--- config.mk ---
export PLATFORM = sky130hd
export DESIGN_NAME = fixed_block_free_list_allocator
export DESIGN_NICKNAME = d
export VERILOG_FILES = /design/src/rtl/fbfl_pkg.sv /design/src/rtl/fixed_block_free_list_allocator.sv /design/src/rtl/fbfl_link_store.sv
export SDC_FILE = /design/constraint.sdc
export NUM_CORES = 2
export LEC_CHECK = 0
export BUFFER_PORTS_ARGS = -buffer_cell sky130_fd_sc_hd__buf_2
export CORE_UTILIZATION = 41
export DETAILED_ROUTE_END_ITERATION = 8
export PLACE_DENSITY = 0.53
export SYNTH_ARGS = -nofsm -noshare
export SYNTH_HDL_FRONTEND = slang
export SYNTH_HIERARCHICAL = 1
export SYNTH_SLANG_ARGS = --single-unit
--- constraint.sdc ---
create_clock -name clk_i -period 12.88 [get_ports clk_i]
set_input_delay 1.932 -clock clk_i [delete_from_list [all_inputs] [get_ports clk_i]]
set_output_delay 1.932 -clock clk_i [all_outputs]
set_load 0.01 [all_outputs]
--- src/rtl/fbfl_pkg.sv ---
package fbfl_pkg;

  localparam int unsigned MaxBlocks = 256;
  localparam int unsigned IdxW      = $clog2(MaxBlocks);
  localparam int unsigned LinkW     = IdxW + 1;
  localparam int unsigned CountW    = 9;
  localparam int unsigned BytesW    = 13;
  localparam int unsigned OffsetW   = 20;
  localparam int unsigned CfgDataW  = 13;

  localparam logic [LinkW-1:0]  NullLink    = LinkW'(MaxBlocks);
  localparam logic [CountW-1:0] CountReset  = CountW'(256);
  localparam logic [CountW-1:0] CountLimit  = CountW'(256);
  localparam logic [BytesW-1:0] BytesReset  = BytesW'(8);
  localparam logic [BytesW-1:0] BytesLimit  = BytesW'(4096);
  localparam logic [BytesW-1:0] AlignMask   = BytesW'(8 - 1);

  typedef enum logic {
    OP_ALLOC = 1'b0,
    OP_FREE  = 1'b1
  } opcode_e;

  typedef enum logic [1:0] {
    ST_OK        = 2'd0,
    ST_EMPTY     = 2'd1,
    ST_BAD_INDEX = 2'd2
  } status_e;

  typedef enum logic {
    CFG_BLOCK_COUNT = 1'b0,
    CFG_BLOCK_BYTES = 1'b1
  } cfg_index_e;

  typedef enum logic {
    FSM_IDLE = 1'b0,
    FSM_EXEC = 1'b1
  } fsm_e;

  typedef struct packed {
    logic             rd_en;
    logic [IdxW-1:0]  rd_addr;
    logic             wr_en;
    logic [IdxW-1:0]  wr_addr;
    logic [LinkW-1:0] wr_data;
    logic             clear;
  } link_req_t;

endpackage

--- src/rtl/fixed_block_free_list_allocator.sv ---
// Fixed-size block pool kept as a LIFO free list. Pulse start_i while busy_o is low with
// opcode_i = 0 to allocate (pop the head) or 1 to free free_index_i (push). Each command
// first reads the link at the head from the synchronous link memory, then updates the
// head and the link. The result (status, block index and byte offset = index times the
// block size rounded up to 8 bytes) appears on the result ports for exactly one cycle,
// marked by result_valid_o, registered from the execute state; it cannot be held off,
// so capture it then. A new command is not taken while busy_o is high, so each command
// finishes before the next is accepted. Configuration writes are taken while busy_o and
// start_i are both low, so a command wins over a write in the same cycle; any write
// rebuilds the free list with every block free, at once and without a clearing pass.
module fixed_block_free_list_allocator (
  input  logic                            clk_i,
  input  logic                            rst_ni,
  input  logic                            start_i,
  output logic                            busy_o,
  input  logic                            opcode_i,
  input  logic [fbfl_pkg::IdxW-1:0]       free_index_i,
  output logic                            result_valid_o,
  output logic [1:0]                      status_o,
  output logic [fbfl_pkg::IdxW-1:0]       block_index_o,
  output logic [fbfl_pkg::OffsetW-1:0]    byte_offset_o,
  input  logic                            cfg_valid_i,
  output logic                            cfg_ready_o,
  input  logic                            cfg_index_i,
  input  logic [fbfl_pkg::CfgDataW-1:0]   cfg_data_i
);
  import fbfl_pkg::*;

  fsm_e               state_q, state_d;
  logic [LinkW-1:0]   head_q, head_d;
  logic [CountW-1:0]  count_q, count_d;
  logic [BytesW-1:0]  size_q, size_d;
  opcode_e            op_q;
  logic [IdxW-1:0]    idx_q;
  logic               accept, cfg_write;
  link_req_t          link_req;
  logic [LinkW-1:0]   link_rd;
  logic [CountW-1:0]  cfg_count;
  logic [BytesW-1:0]  cfg_bytes;
  status_e            status_d;
  logic [IdxW-1:0]    blk_d;
  logic               res_valid_q;
  status_e            status_q;
  logic [IdxW-1:0]    blk_q;
  logic [OffsetW-1:0] off_q;
  logic [IdxW+BytesW-1:0] product;

  assign busy_o      = (state_q == FSM_EXEC);
  assign cfg_ready_o = (state_q == FSM_IDLE) && !start_i;
  assign cfg_write   = cfg_valid_i && cfg_ready_o;
  assign accept      = start_i && !busy_o;

  fbfl_link_store u_link_store (
    .clk_i     (clk_i),
    .rst_ni    (rst_ni),
    .req_i     (link_req),
    .count_i   (count_q),
    .rd_data_o (link_rd)
  );

  always_comb begin
    cfg_count = cfg_data_i[CountW-1:0];
    if (cfg_count == '0) begin
      cfg_count = CountW'(1);
    end else if (cfg_count > CountLimit) begin
      cfg_count = CountLimit;
    end
    cfg_bytes = cfg_data_i[BytesW-1:0];
    if (cfg_bytes == '0) begin
      cfg_bytes = BytesW'(1);
    end else if (cfg_bytes > BytesLimit) begin
      cfg_bytes = BytesLimit;
    end
    cfg_bytes = (cfg_bytes + AlignMask) & ~AlignMask;
  end

  always_comb begin
    state_d          = state_q;
    head_d           = head_q;
    count_d          = count_q;
    size_d           = size_q;
    status_d         = ST_OK;
    blk_d            = '0;
    link_req         = '0;
    link_req.rd_addr = head_q[IdxW-1:0];
    link_req.wr_addr = idx_q;
    link_req.wr_data = head_q;
    unique case (state_q)
      FSM_IDLE: begin
        if (cfg_write) begin
          unique case (cfg_index_e'(cfg_index_i))
            CFG_BLOCK_COUNT: count_d = cfg_count;
            CFG_BLOCK_BYTES: size_d  = cfg_bytes;
            default: ;
          endcase
          head_d         = '0;
          link_req.clear = 1'b1;
        end else if (accept) begin
          link_req.rd_en = 1'b1;
          state_d        = FSM_EXEC;
        end
      end
      FSM_EXEC: begin
        state_d = FSM_IDLE;
        if (op_q == OP_ALLOC) begin
          if (head_q[IdxW] || (head_q >= LinkW'(count_q))) begin
            status_d = ST_EMPTY;
          end else begin
            blk_d  = head_q[IdxW-1:0];
            head_d = link_rd;
          end
        end else begin
          blk_d = idx_q;
          if (CountW'(idx_q) >= count_q) begin
            status_d = ST_BAD_INDEX;
          end else begin
            link_req.wr_en = 1'b1;
            head_d         = LinkW'(idx_q);
          end
        end
      end
      default: state_d = FSM_IDLE;
    endcase
  end

  assign product = blk_d * size_q;

  always_ff @(posedge clk_i or negedge rst_ni) begin
    if (!rst_ni) begin
      state_q     <= FSM_IDLE;
      head_q      <= '0;
      count_q     <= CountReset;
      size_q      <= BytesReset;
      res_valid_q <= 1'b0;
    end else begin
      state_q     <= state_d;
      head_q      <= head_d;
      count_q     <= count_d;
      size_q      <= size_d;
      res_valid_q <= (state_q == FSM_EXEC);
    end
  end

  always_ff @(posedge clk_i) begin
    if (accept) begin
      op_q  <= opcode_e'(opcode_i);
      idx_q <= free_index_i;
    end
    if (state_q == FSM_EXEC) begin
      status_q <= status_d;
      blk_q    <= blk_d;
      off_q    <= (status_d == ST_OK) ? product[OffsetW-1:0] : '0;
    end
  end

  assign result_valid_o = res_valid_q;
  assign status_o       = status_q;
  assign block_index_o  = blk_q;
  assign byte_offset_o  = off_q;

endmodule

--- src/rtl/fbfl_link_store.sv ---
module fbfl_link_store (
  input  logic                      clk_i,
  input  logic                      rst_ni,
  input  fbfl_pkg::link_req_t       req_i,
  input  logic [fbfl_pkg::CountW-1:0] count_i,
  output logic [fbfl_pkg::LinkW-1:0]  rd_data_o
);
  import fbfl_pkg::*;

  logic [LinkW-1:0]     mem_q [MaxBlocks];
  logic [MaxBlocks-1:0] valid_q;
  logic [LinkW-1:0]     mem_rd_q;
  logic                 rd_valid_q;
  logic [IdxW-1:0]      rd_addr_q;
  logic [LinkW-1:0]     chain_link;

  always_ff @(posedge clk_i) begin
    if (req_i.wr_en) begin
      mem_q[req_i.wr_addr] <= req_i.wr_data;
    end
    if (req_i.rd_en) begin
      mem_rd_q  <= mem_q[req_i.rd_addr];
      rd_addr_q <= req_i.rd_addr;
    end
  end

  always_ff @(posedge clk_i or negedge rst_ni) begin
    if (!rst_ni) begin
      valid_q    <= '0;
      rd_valid_q <= 1'b0;
    end else begin
      if (req_i.clear) begin
        valid_q <= '0;
      end else if (req_i.wr_en) begin
        valid_q[req_i.wr_addr] <= 1'b1;
      end
      if (req_i.rd_en) begin
        rd_valid_q <= valid_q[req_i.rd_addr] && !req_i.clear;
      end
    end
  end

  // untouched entries read as the rebuilt chain
  always_comb begin
    if ((LinkW'(rd_addr_q) + LinkW'(1)) < LinkW'(count_i)) begin
      chain_link = LinkW'(rd_addr_q) + LinkW'(1);
    end else begin
      chain_link = NullLink;
    end
    rd_data_o = rd_valid_q ? mem_rd_q : chain_link;
  end

endmodule

==> run summary <==
The synthesized area divided by synthesized cell count is 20.0 um^2. The worst min-delay path class is register to register. Setup repair after global routing left no endpoint under its margin. The die is 510 um wide. The flow ran to the end, and the final reports show no timing, DRC or antenna violations. The region available for standard cell placement spans 257000 um^2. The first routing iteration left 5025 violations. The I/O pin total came out at 60. The average detailed-routed wire length per instance came out at 29.5 um. The count of final max-slew check failures came out at 0. The setup TNS is 0 ns. In the synthesized netlist, the number of instances is 5288.

The kind of critical path is register to register. The y dimension of the die is 510 um. The power density over the cells is 207 nW/um^2. The peak clock frequency supported by timing came out at 0.141 GHz. The row count came out at 186. The number of gates resized after CTS came out at 0. The number of sinks driven by the clock tree is 2644.

The number of placed cells counting well taps is 8623. The post-detailed-placement half-perimeter wirelength came out at 162000 um. The total length of routed wires came out at 270000 um. For this run, the number of Yosys warnings is 6. The count of nets left with antenna violations once routing finished came out at 0.

The number of enable flip-flop cells after synthesis is 2357. Clock latency on the worst-skew pair, taken at its later pin, is 0.94 ns. TritonCTS built the clock tree. The worst setup path is launched from a register. The leakage power figure is 0.0397 uW.

The post-route non-filler standard cell count is 9146. The max-capacitance violation count came out at 0. The global-route track usage on met3 is 3.75%. After global routing, the most crowded layer is met2. For the worst setup path, the data required time is 13.54 ns. The async set-or-reset flop fraction in the synthesized netlist is 10.9%. The shortest period the worst path allows came out at 7.08 ns. The die covers 260000 um^2.

The post-route netlist has 26.5% of its cells at a drive strength greater than 1. Across the routed clock network, the largest skew measured is 0.0732 ns. Routability-driven placement finished with a final weighted congestion of 0.825. The DRC violation count after routing is 0. The number of setup buffers added after CTS is 0.

The vias per cell came out at 5.69. The arrival time at the worst endpoint is 7.74 ns. The maximum number of pins on one net before global-route repair came out at 161. The count of vias placed by the detailed router came out at 52019. The total overflow reported by the global router came out at 0. The global-route met2 utilization is 33.4%. The tree is rooted in a clkbuf_16. The clock-pin transition on the worst setup and hold timing paths is 0.06 ns. The synthesis-to-finish area growth came out at 13.4%.

For the pin with the worst max-slew slack, the measured transition is 1.34 ns. The final-stage net count came out at 5675. The final count of negative-setup-slack endpoints came out at 0. The count of final hold-check violations is 0. The number of global-route vias before repair is 53077.

The number of hold buffers added after cts came out at 0. Global routing used 20.9% of the available tracks across all layers. For met1 alone, demand over resource in global routing was 29.8%. The element type at the critical path end is a register. The level count of the clock H-tree is 5. Counting flops and latches in the post-synthesis netlist gives 2644. The total clock buffers created by CTS came out at 297. The sequential element share of the synthesized area is 73.6%. The most used flip-flop cell after synthesis is edfxtp_1. The maximum fanout encountered on the critical timing path came out at 86.

The number of antenna violations at the first check in global routing is 10. The number of fill cells is 21491. The post-synthesis instance area is 106000 um^2. The peak supply drop is 0.160 mV. The first global-routing pass estimated 390000 um of wire.

After synthesis, the netlist uses 80 different library cells. For this configuration, the core starts out at a cell density of 41.2%. Counting along the longest clock path gives a buffer depth of 4. The normalized max-slew margin came out at 10.6%. The final clock period utilization by the worst path is 55.0%.

Buffers placed on the I/O ports in this run total 56. The number of detailed-routing iterations run before antenna repair is 6.
==> where the power goes <==
| group | total (uW) | switching [uW] | leakage (uW) | internal (uW) |
|---|---|---|---|---|
| Combinational | 6060 | 3770 | 0.00960 | 2290 |
| Clock | 8080 | 3270 | 0.00452 | 4810 |
| Sequential | 10700 | 307 | 0.0256 | 10400 |
==> flip-flops by register name (all words and copies together) (netlist names), 9 cells and up <==
name / cells
u_link_store/mem_q: 2304
u_link_store/valid_q: 256
byte_offset_o: 17
size_q: 10
count_q: 9
head_q: 9
u_link_store/mem_rd_q: 9
==> synth_stat cells (all sizes together) (7+ instances only) <==
cell type	n	area (um^2)
mux2i	21	210
o21a	13	113
xnor2	12	105
a22oi	47	353
nor2b	22	145
a22o	18	158
a21oi	21	109
a21boi	9	67.6
inv	102	383
o21ai	37	185
ha	62	776
dfrtp	285	7130
and2	58	363
edfxtp	2357	70800
o221ai	12	105
fa	47	941
nor2	746	2800
clkbuf	166	623
nand3	31	155
mux4	790	17800
o31ai	8	73.8
nand4	11	68.8
nor3	13	65.1
nand2	134	505
o21ba	31	310
xor2	7	61.3
buf	128	687
a221oi	18	158
==> logic make-up after synthesis <==
kind of cell	synth area share [%]
buf+inv	1.60
other cells	0.00354
compound gates	1.88
xor+xnor	0.157
fa+ha+maj	1.63
mux	17.0
simple gates	4.12
flops	73.6
==> worst max-delay path, cell delays in order (launching register included) <==
cell and delay, ns:
dfrtp_4 1.01, ha_1 0.37, and4_1 0.21, o21ai_0 0.15
o21ba_2 0.31, nand2_1 0.08, a21oi_1 0.75, nand2_1 0.18
fa_1 0.56, inv_1 0.06, fa_1 0.49, fa_1 0.49
inv_1 0.05, fa_1 0.47, inv_1 0.04, ha_1 0.32
o21a_1 0.14, o21ai_1 0.10, or3_1 0.46, a311oi_1 0.33
xnor2_1 0.15, nor2_1 0.05
==> final timing paths <==
check	startpoint	slack (ns)	end	cells past startpoint
max	head_q[5]	5.80	byte_offset_o[17]	21
min	u_link_store/valid_q[27]	0.49	u_link_store/valid_q[27]	2
max reg2reg	head_q[5]	5.80	byte_offset_o[17]	21
min reg2reg	u_link_store/valid_q[27]	0.49	u_link_store/valid_q[27]	2
max in group asynchronous	rst_ni	9.06	u_link_store/valid_q[82]	4
min in group asynchronous	rst_ni	1.00	u_link_store/valid_q[128]	1
==> routing by layer <==
| metal | share of wire, % | routed length (um) |
|---|---|---|
| met2 | 48 | 131000 |
| met5 | 0.0078 | 21 |
| met3 | 5.9 | 15900 |
| met4 | 2.3 | 6200 |
| met1 | 43 | 117000 |
==> stage by stage <==
stage	total power (uW)	util [%]	setup slack (ns)	area [um^2]	hold WS [ns]
5_1_grt	25800	46.8	5.39	120000	0.506
3_5_place_dp	17100	43.2	5.74	111000	0.481
4_1_cts	25200	46.7	5.73	120000	0.493
3_3_place_gp	17000	43.2	5.80	111000	0.472
2_1_floorplan	15500	-	3.82	106000	0.461
6_report	24900	46.8	5.80	120000	0.488
==> cells in the final DEF (no fill, tap or decap), drive strengths merged, types with 21 or more instances in the layout <==
cell type	instances
a21oi	21
mux4	790
buf	244
clkinv	88
fa	47
clkbuf	404
nor2	746
dfrtp	285
and2	58
o21ba	31
mux2i	21
edfxtp	2357
ha	62
nand3	31
inv	107
nand2	134
a22oi	47
o21ai	37
nor2b	22
==> final cells by class <==
| class | count | area (um^2) | area share, % |
|---|---|---|---|
| well taps | 3384 | 4230 | 3.52 |
| clock inverters | 112 | 1000 | 0.836 |
| multi-input cells | 2249 | 26400 | 22.0 |
| inverters | 103 | 394 | 0.328 |
| diodes | 6 | 15.0 | 0.0125 |
| clock buffers | 404 | 8210 | 6.84 |
| flip-flops and latches | 2644 | 78000 | 64.9 |
| repair buffers | 244 | 1850 | 1.54 |
Power figures use the tool's default switching activity.
